<file path="config.mk">
export PLATFORM = sky130hd
export DESIGN_NAME = auto_ranging_axis_normalizer_core_flat
export DESIGN_NICKNAME = d
export VERILOG_FILES = /design/src/rtl/arn_pkg.sv /design/src/rtl/arn_if.sv /design/src/rtl/auto_ranging_axis_normalizer_core.sv /design/src/flat_wrapper.sv
export SDC_FILE = /design/constraint.sdc
export NUM_CORES = 1
export LEC_CHECK = 0
export ABC_AREA = 1
export BUFFER_PORTS_ARGS = -buffer_cell sky130_fd_sc_hd__buf_2
export CORE_ASPECT_RATIO = 1.2
export CORE_MARGIN = 2
export CORE_UTILIZATION = 60
export CTS_CLUSTER_DIAMETER = 200
export DETAILED_ROUTE_END_ITERATION = 12
export GPL_ROUTABILITY_DRIVEN = 1
export PLACE_DENSITY = 0.77
export SLEW_MARGIN = 20
export SYNTH_ARGS = -nofsm -noshare
export SYNTH_HDL_FRONTEND = slang
export SYNTH_SLANG_ARGS = --single-unit
</file>
<file path="constraint.sdc">
create_clock -name clk -period 6 [get_ports clk]
set_input_delay 0.6 -clock clk [delete_from_list [all_inputs] [get_ports clk]]
set_output_delay 0.6 -clock clk [all_outputs]
set_load 0.05 [all_outputs]
</file>
<file path="src/rtl/arn_pkg.sv">
// Shared types and constants for the auto-ranging axis normalizer.
package arn_pkg;

  localparam int SAMPLE_BITS_DEF = 16;
  localparam int NUM_AXES_DEF    = 4;

  localparam int ACT_BITS    = 2;
  localparam int AXIS_BITS   = 2;
  localparam int ACTIVE_BITS = 4;
  localparam int POS_BITS    = 16;

  localparam logic [ACTIVE_BITS-1:0] ACTIVE_RESET = 4'hF;

  // 100*d/r with d <= r never exceeds 100, so seven quotient bits suffice
  localparam int QUO_BITS     = 7;
  localparam int SCALE_FACTOR = 100;
  localparam logic [QUO_BITS-1:0] POS_MAX = 7'd99;

  typedef enum logic [ACT_BITS-1:0] {
    ACT_SCALE    = 2'd0,
    ACT_RESET    = 2'd1,
    ACT_SET_LOW  = 2'd2,
    ACT_SET_HIGH = 2'd3
  } act_t;

  typedef enum logic [2:0] {
    ST_IDLE,
    ST_UPDATE,
    ST_SETUP,
    ST_DIV,
    ST_DONE
  } state_t;

endpackage

</file>
<file path="src/rtl/arn_if.sv">
// Channel interfaces: sample input, result output, configuration write.
interface arn_in_if import arn_pkg::*; #(
  parameter int SAMPLE_BITS = SAMPLE_BITS_DEF
) ();
  logic                   valid;
  logic                   ready;
  logic [ACT_BITS-1:0]    action;
  logic [AXIS_BITS-1:0]   axis;
  logic [SAMPLE_BITS-1:0] sample;

  modport source (output valid, action, axis, sample, input ready);
  modport sink   (input valid, action, axis, sample, output ready);
endinterface

interface arn_out_if import arn_pkg::*; ();
  logic                valid;
  logic                ready;
  logic [POS_BITS-1:0] position;
  logic                scaled;

  modport source (output valid, position, scaled, input ready);
  modport sink   (input valid, position, scaled, output ready);
endinterface

interface arn_cfg_if import arn_pkg::*; ();
  logic                   valid;
  logic                   ready;
  logic [ACTIVE_BITS-1:0] data;

  modport source (output valid, data, input ready);
  modport sink   (input valid, data, output ready);
endinterface

</file>
<file path="src/rtl/auto_ranging_axis_normalizer_core.sv">
// Top level of the auto-ranging axis normalizer (per-axis min/max bounds, 0..99 scaling).
// A scale transfer with a non-empty range passes through bound update, setup, 7 restoring-divide
// steps and result load; all others skip the divide. One item is in flight at a time, and a
// new sample is taken only once the previous result has moved into the output register.
// Output register decouples the sides: the next sample is taken while a result waits.
// Reset (rst_n low, synchronous): all bounds zero, active_axes all ones, output empty.
module auto_ranging_axis_normalizer_core import arn_pkg::*; #(
  parameter int SAMPLE_BITS = SAMPLE_BITS_DEF,
  parameter int NUM_AXES    = NUM_AXES_DEF
) (
  input  logic      clk,
  input  logic      rst_n,
  arn_in_if.sink    in_ch,
  arn_out_if.source out_ch,
  arn_cfg_if.sink   cfg_ch
);

  localparam int IDX_W = (NUM_AXES > 1) ? $clog2(NUM_AXES) : 1;
  localparam int MUL_W = SAMPLE_BITS + QUO_BITS;
  localparam int CNT_W = $clog2(QUO_BITS);
  localparam logic [CNT_W-1:0] CNT_LAST = CNT_W'(QUO_BITS - 1);

  // control
  state_t                 state_r, state_nxt;
  logic [ACTIVE_BITS-1:0] active_r;
  logic [CNT_W-1:0]       cnt_r;
  logic                   out_valid_r;
  logic                   in_rdy;
  logic                   out_load;

  // calibration bounds, one pair per axis
  logic [SAMPLE_BITS-1:0] low_r  [NUM_AXES];
  logic [SAMPLE_BITS-1:0] high_r [NUM_AXES];

  // captured item
  act_t                   act_r;
  logic [AXIS_BITS-1:0]   axis_r;
  logic [SAMPLE_BITS-1:0] samp_r;

  // divider: rem_r is the partial remainder, quo_r shifts dividend bits out
  // at the top and quotient bits in at the bottom
  logic [SAMPLE_BITS-1:0] rem_r;
  logic [QUO_BITS-1:0]    quo_r;
  logic [SAMPLE_BITS-1:0] rng_r;

  // result waiting for the output register, and the output register itself
  logic [POS_BITS-1:0]    res_pos_r;
  logic                   res_scaled_r;
  logic [POS_BITS-1:0]    out_pos_r;
  logic                   out_scaled_r;

  logic                   in_xfer;
  logic                   axis_ok;
  logic                   axis_on;
  logic [IDX_W-1:0]       idx;
  logic [SAMPLE_BITS-1:0] lo_cur;
  logic [SAMPLE_BITS-1:0] hi_cur;
  logic                   go_div;
  logic                   wr_lo;
  logic                   wr_hi;
  logic [SAMPLE_BITS-1:0] diff;
  logic [MUL_W-1:0]       prod;
  logic [SAMPLE_BITS:0]   trial;
  logic [SAMPLE_BITS:0]   trial_sub;
  logic                   fits;
  logic [QUO_BITS-1:0]    quo_step;
  logic [QUO_BITS-1:0]    quo_clamp;

  assign in_xfer = in_ch.valid && in_rdy;

  // Axis decode. Axes at or above NUM_AXES are never written and never scaled.
  assign axis_ok = int'(axis_r) < NUM_AXES;
  assign axis_on = axis_ok && active_r[axis_r];
  assign idx     = IDX_W'(axis_r);
  assign lo_cur  = low_r[idx];
  assign hi_cur  = high_r[idx];

  // Divide only for an active scale with a non-empty range (bounds already updated).
  assign go_div = (act_r == ACT_SCALE) && axis_on && (lo_cur != hi_cur);

  // After the bound update the sample never sits below low, so diff is the
  // plain offset; with inverted bounds it is zero and the quotient is zero.
  assign diff = samp_r - lo_cur;
  assign prod = MUL_W'(diff) * MUL_W'(SCALE_FACTOR);

  // one restoring step per cycle
  assign trial     = {rem_r, quo_r[QUO_BITS-1]};
  assign fits      = trial >= {1'b0, rng_r};
  assign trial_sub = trial - {1'b0, rng_r};
  assign quo_step  = {quo_r[QUO_BITS-2:0], fits};
  assign quo_clamp = (quo_step > POS_MAX) ? POS_MAX : quo_step;

  // Bound writes; every write stores the captured sample.
  always_comb begin
    wr_lo = 1'b0;
    wr_hi = 1'b0;
    if (state_r == ST_UPDATE) begin
      case (act_r)
        ACT_SCALE: begin
          // widen toward the sample; only one bound moves
          wr_lo = axis_on && (samp_r < lo_cur);
          wr_hi = axis_on && !(samp_r < lo_cur) && (samp_r > hi_cur);
        end
        ACT_RESET: begin
          wr_lo = axis_on;
          wr_hi = axis_on;
        end
        ACT_SET_LOW:  wr_lo = axis_ok;   // captures ignore active_axes
        ACT_SET_HIGH: wr_hi = axis_ok;
        default: begin
          wr_lo = 1'b0;
          wr_hi = 1'b0;
        end
      endcase
    end
  end

  // next state
  always_comb begin
    state_nxt = state_r;
    case (state_r)
      ST_IDLE:   if (in_ch.valid) state_nxt = ST_UPDATE;
      ST_UPDATE: state_nxt = ST_SETUP;
      ST_SETUP:  state_nxt = go_div ? ST_DIV : ST_DONE;
      ST_DIV:    if (cnt_r == CNT_LAST) state_nxt = ST_DONE;
      ST_DONE:   if (out_load) state_nxt = ST_IDLE;
      default:   state_nxt = ST_IDLE;
    endcase
  end

  // state outputs
  always_comb begin
    in_rdy   = 1'b0;
    out_load = 1'b0;
    case (state_r)
      ST_IDLE: in_rdy = 1'b1;
      ST_DONE: out_load = !out_valid_r || out_ch.ready;  // output slot free or draining
      default: begin
        in_rdy   = 1'b0;
        out_load = 1'b0;
      end
    endcase
  end

  // control registers and bounds
  always_ff @(posedge clk) begin
    if (!rst_n) begin
      state_r     <= ST_IDLE;
      active_r    <= ACTIVE_RESET;
      cnt_r       <= '0;
      out_valid_r <= 1'b0;
      for (int i = 0; i < NUM_AXES; i++) begin
        low_r[i]  <= '0;
        high_r[i] <= '0;
      end
    end else begin
      state_r <= state_nxt;
      if (cfg_ch.valid) active_r <= cfg_ch.data;
      if (state_r == ST_SETUP) cnt_r <= '0;
      else if (state_r == ST_DIV) cnt_r <= cnt_r + CNT_W'(1);
      if (out_load) out_valid_r <= 1'b1;
      else if (out_ch.ready) out_valid_r <= 1'b0;
      if (wr_lo) low_r[idx]  <= samp_r;
      if (wr_hi) high_r[idx] <= samp_r;
    end
  end

  // datapath
  always_ff @(posedge clk) begin
    if (in_xfer) begin
      act_r  <= act_t'(in_ch.action);
      axis_r <= in_ch.axis;
      samp_r <= in_ch.sample;
    end
    case (state_r)
      ST_SETUP: begin
        // dividend 100*d: top bits seed the remainder (below the range since
        // d <= range), low bits wait in quo_r
        rem_r <= prod[MUL_W-1:QUO_BITS];
        quo_r <= prod[QUO_BITS-1:0];
        rng_r <= hi_cur - lo_cur;
        res_scaled_r <= 1'b0;
        if ((act_r == ACT_SCALE) && !axis_on) res_pos_r <= '0;
        else res_pos_r <= POS_BITS'(samp_r);  // echo, or raw sample on empty range
      end
      ST_DIV: begin
        rem_r <= fits ? trial_sub[SAMPLE_BITS-1:0] : trial[SAMPLE_BITS-1:0];
        quo_r <= quo_step;
        if (cnt_r == CNT_LAST) begin
          res_pos_r    <= POS_BITS'(quo_clamp);
          res_scaled_r <= 1'b1;
        end
      end
      default: begin
      end
    endcase
    if (out_load) begin
      out_pos_r    <= res_pos_r;
      out_scaled_r <= res_scaled_r;
    end
  end

  assign in_ch.ready     = in_rdy;
  assign cfg_ch.ready    = 1'b1;
  assign out_ch.valid    = out_valid_r;
  assign out_ch.position = out_pos_r;
  assign out_ch.scaled   = out_scaled_r;

endmodule

</file>
<file path="src/flat_wrapper.sv">
// flat-port wrapper written by rule: the top's interface ports become plain ports
module auto_ranging_axis_normalizer_core_flat import arn_pkg::*;
#(
  parameter int SAMPLE_BITS = SAMPLE_BITS_DEF,
  parameter int NUM_AXES    = NUM_AXES_DEF
)
  (clk, rst_n, in_ch_valid, in_ch_action, in_ch_axis, in_ch_sample, in_ch_ready, out_ch_valid, out_ch_position, out_ch_scaled, out_ch_ready, cfg_ch_valid, cfg_ch_data, cfg_ch_ready);
  arn_in_if #(.SAMPLE_BITS(SAMPLE_BITS)) in_ch_i ();
  arn_out_if out_ch_i ();
  arn_cfg_if cfg_ch_i ();
  input  logic clk;
  input  logic rst_n;
  input wire logic [$bits(in_ch_i.valid)-1:0] in_ch_valid;
  input wire logic [$bits(in_ch_i.action)-1:0] in_ch_action;
  input wire logic [$bits(in_ch_i.axis)-1:0] in_ch_axis;
  input wire logic [$bits(in_ch_i.sample)-1:0] in_ch_sample;
  output wire logic [$bits(in_ch_i.ready)-1:0] in_ch_ready;
  output wire logic [$bits(out_ch_i.valid)-1:0] out_ch_valid;
  output wire logic [$bits(out_ch_i.position)-1:0] out_ch_position;
  output wire logic [$bits(out_ch_i.scaled)-1:0] out_ch_scaled;
  input wire logic [$bits(out_ch_i.ready)-1:0] out_ch_ready;
  input wire logic [$bits(cfg_ch_i.valid)-1:0] cfg_ch_valid;
  input wire logic [$bits(cfg_ch_i.data)-1:0] cfg_ch_data;
  output wire logic [$bits(cfg_ch_i.ready)-1:0] cfg_ch_ready;
  assign in_ch_i.valid = in_ch_valid;
  assign in_ch_i.action = in_ch_action;
  assign in_ch_i.axis = in_ch_axis;
  assign in_ch_i.sample = in_ch_sample;
  assign in_ch_ready = in_ch_i.ready;
  assign out_ch_valid = out_ch_i.valid;
  assign out_ch_position = out_ch_i.position;
  assign out_ch_scaled = out_ch_i.scaled;
  assign out_ch_i.ready = out_ch_ready;
  assign cfg_ch_i.valid = cfg_ch_valid;
  assign cfg_ch_i.data = cfg_ch_data;
  assign cfg_ch_ready = cfg_ch_i.ready;
  auto_ranging_axis_normalizer_core #(.SAMPLE_BITS(SAMPLE_BITS), .NUM_AXES(NUM_AXES)) u_core (.clk(clk), .rst_n(rst_n), .in_ch(in_ch_i), .out_ch(out_ch_i), .cfg_ch(cfg_ch_i));
endmodule
</file>
=== After elaboration in Yosys (flattened, before gate mapping) ===
Memory sizes are Yosys's and may differ from the RTL's. A register that Yosys moved wholly into a read port is not among the register bits.
Index checks and enable logic that the tools add are counted.

* Bits in registers: 104
* RAM bits: 128
* Input port bits: 29
* Output and inout bits: 20
* Memories: 2

* Add/subtract/negate cells: 4
* Multipliers: 1
* Order comparisons: 5
* Equality and inequality tests: 12
* Mux-type cells: 39
* Bitwise gates (word level): 1
* Reduce and logical (&&, ||, !) cells: 20

{| class="wikitable"
|+ Memories
! name !! words !! bits a word !! read ports !! clocked after memory_dff !! write ports !! RTL line !! source
|-
| u_core.high_r || 4 || 16 || 1 || 1 || 4 || auto_ranging_axis_normalizer_core.sv:33 || <nowiki>logic [SAMPLE_BITS-1:0] high_r [NUM_AXES];</nowiki>
|-
| u_core.low_r || 4 || 16 || 1 || 1 || 4 || auto_ranging_axis_normalizer_core.sv:32 || <nowiki>logic [SAMPLE_BITS-1:0] low_r [NUM_AXES];</nowiki>
|}

{| class="wikitable"
|+ Operator list
! cell !! count
|-
| $mux W16 || 5
|-
| $pmux W16 S2 || 2
|-
| $sub A16 B16 Y16 || 3
|-
| $reduce_or A16 Y1 || 2
|-
| $mul A16 B5 Y21 const B || 1
|-
| $ge A17 B16 Y1 || 1
|-
| $mux W1 || 17
|-
| $gt A16 B16 Y1 || 1
|-
| $lt A16 B16 Y1 || 1
|-
| $ne A16 B16 Y1 || 1
|-
| $pmux W3 S5 || 1
|-
| $pmux W7 S2 || 1
|-
| $mux W3 || 4
|-
| $mux W2 || 4
|-
| $gt A7 B7 Y1 const B || 1
|-
| $logic_and A1 B1 Y1 || 7
|-
| $mux W7 || 1
|-
| $eq A3 B2 Y1 const B || 2
|-
| $eq A3 B3 Y1 const B || 2
|-
| $pmux W1 S3 || 2
|-
| $eq A2 B2 Y1 const B || 2
|-
| $ne A2 B1 Y1 const B || 2
|-
| $reduce_bool A2 Y1 || 2
|-
| $add A3 B1 Y3 const B || 1
|-
| other kinds (14) || 16
|}

=== Longest topological paths before layout ===
Gate-level depths: netlist of the first run.

* Depth in word-level cells: 11
* Mapped depth: 30
* Mapped depth without buffers: 28

=== Worst setup path before layout of the first run ===
OpenSTA, ideal clock, no wires.

* Kind: reg2reg
* Start: register (tool-made name)
* End: register u_core.rem_r[14] (data pin)
* Library setup time: 253 ps
* Arrival time: 4928 ps
* Required time: 5747 ps
* Path slack: 819 ps
* Stages on the path, launching flop included: 30
* Buffers on the path: 2
* Cell sequence: dfxtp_1 clkinv_1 clkbuf_1 buf_1 o21ai_0 o22ai_1 ha_1 fa_1 nand3b_1 nand2_1 nand2_1 nand2_2 nand2_1 nand3_1 xor2_1 inv_1 ha_1 ha_1 inv_1 fa_1 inv_1 ha_1 nand2_1 nor2_1 nand3_1 nand3_1 a21oi_1 or2_2 nand3_1 nand2_1

{| class="wikitable"
|+ RTL lines
! item !! RTL line !! source
|-
| end signal, assigned || auto_ranging_axis_normalizer_core.sv:179 || <nowiki>rem_r <= prod[MUL_W-1:QUO_BITS];</nowiki>
|-
| end signal, assigned || auto_ranging_axis_normalizer_core.sv:187 || <nowiki>rem_r <= fits ? trial_sub[SAMPLE_BITS-1:0] : trial[SAMPLE_BITS-1:0];</nowiki>
|-
| end, declared || auto_ranging_axis_normalizer_core.sv:42 || <nowiki>logic [SAMPLE_BITS-1:0] rem_r;</nowiki>
|}

==> results of run 1 <==
-- cells in the mapped netlist (2+ instances only) --
cell type,n
a32oi_1,16
a32o_1,13
buf_6,6
nor3_2,33
inv_1,185
o21ai_2,2
o21ai_1,4
o22ai_1,5
o21bai_1,5
a31oi_1,7
nand3b_1,7
a21oi_1,97
xor2_1,30
nor3_1,58
nand3_1,49
o21ai_0,51
ha_1,119
clkbuf_1,30
clkinv_1,7
nor2_1,97
o211ai_1,12
and3_1,2
inv_2,6
nand2_2,3
nand2_1,320
buf_4,3
a21o_1,10
edfxtp_1,221
a211oi_1,3
dfxtp_1,13
fa_1,14
buf_2,11
a21boi_0,2
xnor2_1,18
nand4_1,9
or2_2,4
-- path summary, 6_finish.rpt --
kind	from	endpoint	slack [ns]	cells after the start
hold / removal	in_ch_sample[7]	u_core.samp_r[7]	0.25	1
hold reg to reg	u_core.res_pos_r[14]	u_core.out_ch.position[14]	0.42	0
setup reg to reg	flip-flop	u_core.rem_r[13]	0.56	25
setup / recovery	flip-flop	u_core.rem_r[13]	0.56	25
-- registers in the layout, indices dropped and copies added, names as in the netlist, 2 cells and up, named ones only --
signal	cells
u_core.act_r	2
u_core.state_r	3
u_core.res_pos_r	16
u_core.high_r	64
u_core.rng_r	16
u_core.out_ch.position	16
u_core.low_r	64
u_core.active_r	4
u_core.axis_r	2
u_core.quo_r	7
u_core.samp_r	16
u_core.rem_r	16
u_core.cnt_r	3
-- routing by layer --
layer	up-vias	share of wire (%)	GRT usage (%)
met5	-	0	0
met4	0	5.6	14.2
met3	113	6.3	3.32
met2	444	51	51.5
met1	5248	37	35.5
li1	5213	-	-
-- worst max-delay path, cell delays in order, from the launching register on --
cell and delay (ns):
dfxtp_2 0.32, buf_4 0.23, o21ai_0 0.20, o22ai_1 0.14, ha_1 0.24, fa_1 0.40
nand3b_1 0.17, nand2_1 0.16, nand2_1 0.09, nand2_2 0.13, nand2_1 0.06, nand3_1 0.08
xor2_1 0.30, inv_1 0.08, ha_1 0.30, ha_1 0.28, inv_1 0.05, fa_1 0.54
inv_1 0.05, ha_1 0.34, a21oi_1 0.32, o21ai_0 0.16, a211oi_1 0.22, nand2_1 0.09
o21ai_0 0.15, nand2_1 0.06
-- final cells by class --
class	count	area (um^2)
multi-input combinational	1006	6320
inverter	198	743
fill	1899	7640
clock inverter	11	118
clock buffer	33	644
timing repair buffer	74	442
tap	315	394
sequential	234	6900
-- cell families (layout without fill, tap and decap cells) --
kind of cell               after synthesis  in the layout  share of synthesized area, %
adders and majority gates              133            133                          12.5
AOI/OAI and AO/OA                      235            235                          10.1
other                                    1              1                        0.0264
and+or+nand+nor                        589            589                          18.9
xor gates and xnor gates                48             48                          2.96
buffers and inverters                  249            316                          7.07
DFF                                    234            234                          48.6
-- per-stage QoR --
stage	hold slack, ns	instances	util [%]	worst slack [ns]
after global routing	0.233	1871	67.1	0.0413
after detailed placement	0.406	1826	63.7	0.636
after CTS	0.234	1870	67.0	0.610
after global placement	0.401	1826	63.7	0.736
final	0.246	1871	67.1	0.556
after floorplan	0.400	1489	-	0.819
==> out/qor.csv, run 1 <==
stage,metric,value,unit
run_status,status,"complete, no violations",
layout,layout cell share with drive strength beyond 1,10.7,%
timing,min Tclk post-route,5.44,ns
clock_tree,CTS Root Cell,clkbuf_16,
critical_path,Setup CP Type,flip-flop to flip-flop,
synth,Synth top area share,46.7,%
global_routing,vias in the first global route,10872,
clock_tree,Post-CTS Setup Inserts,0,
critical_path,Setup crit start kind,flip-flop,
placed_design,dpl hpwl,26400,um
routing,DR vias,11018,
synth,Syn Area/Cell,9.54,um^2
floorplan,Initial Util,61.2,%
floorplan,CORE AREA,23200,um^2
placed_design,Placer Congestion,0.980,
timing,RSZ-0062 raised after global routing,no,
synth,Post-synth ARST share,0,%
global_routing,first-pass GRT wire length,56400,um
timing,Final Slew Violations,0,
routing,initial DRC count,1014,
routing,ANT nets after route,0,
routing,routed vias/inst,5.89,
floorplan,Die Width,144,um
routing,final wirelength,36200,um
critical_path,crit path DAT,5.72,ns
synth,Yosys reg bits,234,
global_routing,GR Util All Layers,29.3,%
layout,P&R area growth vs syn,9.58,%
synth,"Seq/Total Area, Yosys",48.6,%
floorplan,Site Rows,61,
placed_design,Port Buf Inserts,47,
timing,Fmax,184,MHz
routing,TritonRoute pass-1 iters,6,
floorplan,Die ar.,24900,um^2
clock_tree,CTS buffer count,24,
routing,Remaining DRCs,0,
layout,Final Instance Area,15600,um^2
global_routing,antenna violations before repair,0,
critical_path,crit path max fanout,33,
layout,ANT cells,0,
timing,Slew HR,39.4,%
synth,top post-synthesis cells by area,"edfxtp_1 47%, ha_1 10%, nand2_1 8.5%",
clock_tree,Post-CTS Hold Fix Bufs,0,
synth,Yosys top cell by area,edfxtp_1,
placed_design,Placed Area,14800,um^2
critical_path,WP data required,6.28,ns
clock_tree,Clock Sinks,234,
synth,YS warnings,0,
synth,syn nets,1651,
global_routing,largest net degree at the start of global routing,39,
clock_tree,maximum root-to-sink buffer count,3,
floorplan,Die Y-Extent,173,um
clock_tree,H-tree depth,1,
timing,Clock Skew,0.0169,ns
clock_tree,CTS tree,built,
layout,# nets final,1700,
timing,Final setup violation count,0,
clock_tree,"CTS clk-pin slew, worst paths",0.06,ns
clock_tree,latest clock arrival within the worst-skew pair,0.53,ns
critical_path,crit path capture type,flip-flop,
job,Maximum Capacitance Violations,0,
worst_hold_path,Tightest Hold Check Type,input port to flip-flop,
timing,"Period Utilization, post-route",90.7,%
timing,Hold Fails Final Rpt,0,
synth,Post-synth EDFFs,221,
global_routing,grt total ovfl,0,
clock_tree,Post-CTS Resized,0,
layout,most frequent cells in the layout,"320 x nand2_1, 221 x edfxtp_1, 185 x inv_1",
timing,Setup Total Neg Slack,0,ns
layout,"most common cell after layout, fill and taps aside",nand2_1,
synth,Unique masters post-synth,53,
synth,"Top FF cell, synth",edfxtp_1,
synth,Cells after Synth,1489,
floorplan,I/O pin cnt,49,
routing,wire per inst,19.3,um
timing,worst slew pin tran,0.908,ns
synth,Syn Std Cell Area,14200,um^2
Power of run 1 is left out: the tool's default activity adds up to more than one toggle a clock period on the data nets, which glitch-free logic cannot reach.
==> run 2, diff against run 1 <==
--- a/config.mk
+++ b/config.mk
@@ -7,7 +7,7 @@
 export LEC_CHECK = 0
 export ABC_AREA = 1
 export BUFFER_PORTS_ARGS = -buffer_cell sky130_fd_sc_hd__buf_2
-export CORE_ASPECT_RATIO = 1.2
+export CORE_ASPECT_RATIO = 2
 export CORE_MARGIN = 2
 export CORE_UTILIZATION = 60
 export CTS_CLUSTER_DIAMETER = 200
==> run 2 against run 1 <==
Compared with the run above: worst hold slack about the same; final cell count down 2.2%; sequential share of layout area increased by 0.29 points; sequential cell count unchanged; die area up 0.28%; critical endpoint is now u_core.rem_r[14]; largest cell class unchanged; highest routed layer unchanged.
==> out/qor.csv, run 2 (same netlist as run 1, synthesis figures left out) <==
stage,metric,value,unit
timing,RSZ-0062 raised after global routing,no,
layout,"most common cell after layout, fill and taps aside",nand2_1,
timing,min Tclk post-route,5.63,ns
timing,Clock Skew,0.0249,ns
floorplan,Die ar.,25000,um^2
layout,Regs by FF count,"u_core.high_r: 64 flops, u_core.low_r: 64 flops",
critical_path,crit path capture type,flip-flop,
global_routing,grt total ovfl,0,
timing,Slew HR,25.7,%
timing,"Period Utilization, post-route",93.8,%
clock_tree,latest clock arrival within the worst-skew pair,0.53,ns
routing,Remaining DRCs,0,
timing,Fmax,178,MHz
global_routing,first-pass GRT wire length,57800,um
critical_path,Setup CP Type,flip-flop to flip-flop,
layout,P&R area growth vs syn,8.85,%
placed_design,dpl hpwl,28200,um
timing,Hold Fails Final Rpt,0,
routing,initial DRC count,707,
routing,ANT nets after route,0,
floorplan,Die Width,113,um
clock_tree,CTS buffer count,21,
routing,DR vias,10864,
timing,Setup Total Neg Slack,0,ns
floorplan,Die Y-Extent,222,um
layout,# nets final,1695,
clock_tree,maximum root-to-sink buffer count,3,
global_routing,vias in the first global route,11303,
floorplan,Initial Util,61.1,%
job,Maximum Capacitance Violations,0,
timing,Final setup violation count,0,
clock_tree,CTS tree,built,
timing,hold slack,0.246,ns
critical_path,crit path max fanout,54,
routing,wire per inst,20.0,um
critical_path,crit path DAT,5.90,ns
placed_design,DP Worst Slack,0.335,ns
floorplan,I/O pin cnt,49,
clock_tree,"CTS clk-pin slew, worst paths",0.07,ns
worst_hold_path,Tightest Hold Check Type,input port to flip-flop,
global_routing,antenna violations before repair,0,
layout,layout cell share with drive strength beyond 1,10.6,%
placed_design,Port Buf Inserts,47,
clock_tree,CTS Root Cell,clkbuf_16,
timing,final worst-path setup slack,0.370,ns
floorplan,Site Rows,79,
placed_design,Placer Congestion,0.993,
layout,ANT cells,0,
timing,Final Slew Violations,0,
routing,TritonRoute pass-1 iters,5,
clock_tree,Post-CTS Setup Inserts,0,
routing,routed vias/inst,5.94,
layout,most frequent cells in the layout,"320 x nand2_1, 221 x edfxtp_1, 185 x inv_1",
run_status,status,"complete, no violations",
timing,worst slew pin tran,1.11,ns
critical_path,WP data required,6.27,ns
critical_path,Setup crit start kind,flip-flop,
routing,final wirelength,36700,um
clock_tree,Clock Sinks,234,
clock_tree,H-tree depth,1,
global_routing,GR Util All Layers,29.7,%
global_routing,largest net degree at the start of global routing,55,
floorplan,CORE AREA,23200,um^2
==> run 2: cell types whose count changed in the layout (fill, tap and decap cells not counted), sizes merged <==
cell,delta
inv,+2
clkbuf,-4
buf,-2
bufinv,+2
clkinv,-7
==> run 2: layout make-up <==
class	instances	area (um^2)
clock buffer	29	566
clock inverter	8	131
multi-input combinational	1006	6330
timing repair buffer	72	435
fill	1844	7770
inverter	198	749
sequential	234	6900
tap	283	354
==> run 2: path summary, 6_finish.rpt <==
path	from	end	slack, ns	depth (start not counted)
min reg2reg	u_core.res_pos_r[4]	u_core.out_ch.position[4]	0.42	0
max reg2reg	flip-flop	u_core.rem_r[14]	0.37	23
min	in_ch_sample[3]	u_core.samp_r[3]	0.25	1
max	flip-flop	u_core.rem_r[14]	0.37	23
==> run 2: worst max-delay path, cell delays in order, from the launching register on <==
cell	delay [ns]
dfxtp_1	0.46
clkinvlp_4	0.26
buf_12	0.24
a21oi_1	0.18
a32o_1	0.23
ha_1	0.31
a21o_1	0.20
a31oi_1	0.13
nand2_1	0.20
a21boi_2	0.29
o21ai_0	0.19
xor2_1	0.20
ha_1	0.33
ha_1	0.30
ha_1	0.30
ha_1	0.35
inv_1	0.07
o21ai_0	0.39
a21oi_1	0.12
o21bai_1	0.15
a21oi_1	0.06
or2_2	0.27
nand3_1	0.07
nand2_1	0.06
==> run 2: timing repair <==
action	in CTS	in global routing
gates resized for setup	0	5
setup endpoints to repair	0	4
hold buffers	0	0
==> run 2: routing by layer <==
metal  vias to the layer above  global-route usage, %  wire [um]
li1                       5192                      -          -
met1                      5200                   29.0      12100
met2                       344                   56.4      20300
met3                       128                   2.65       1360
met4                         0                   21.5       2960
met5                         -                      0          0
==> run 2: metrics by stage <==
step / cell area, um^2 / std cells / util [%]
floorplan: 14200 / 1489 / -
global placement: 14700 / 1793 / 63.5
detailed placement: 14700 / 1793 / 63.5
CTS: 15400 / 1830 / 66.5
global route: 15500 / 1830 / 66.6
finish: 15500 / 1830 / 66.6
Power of run 2 is left out for the same reason.
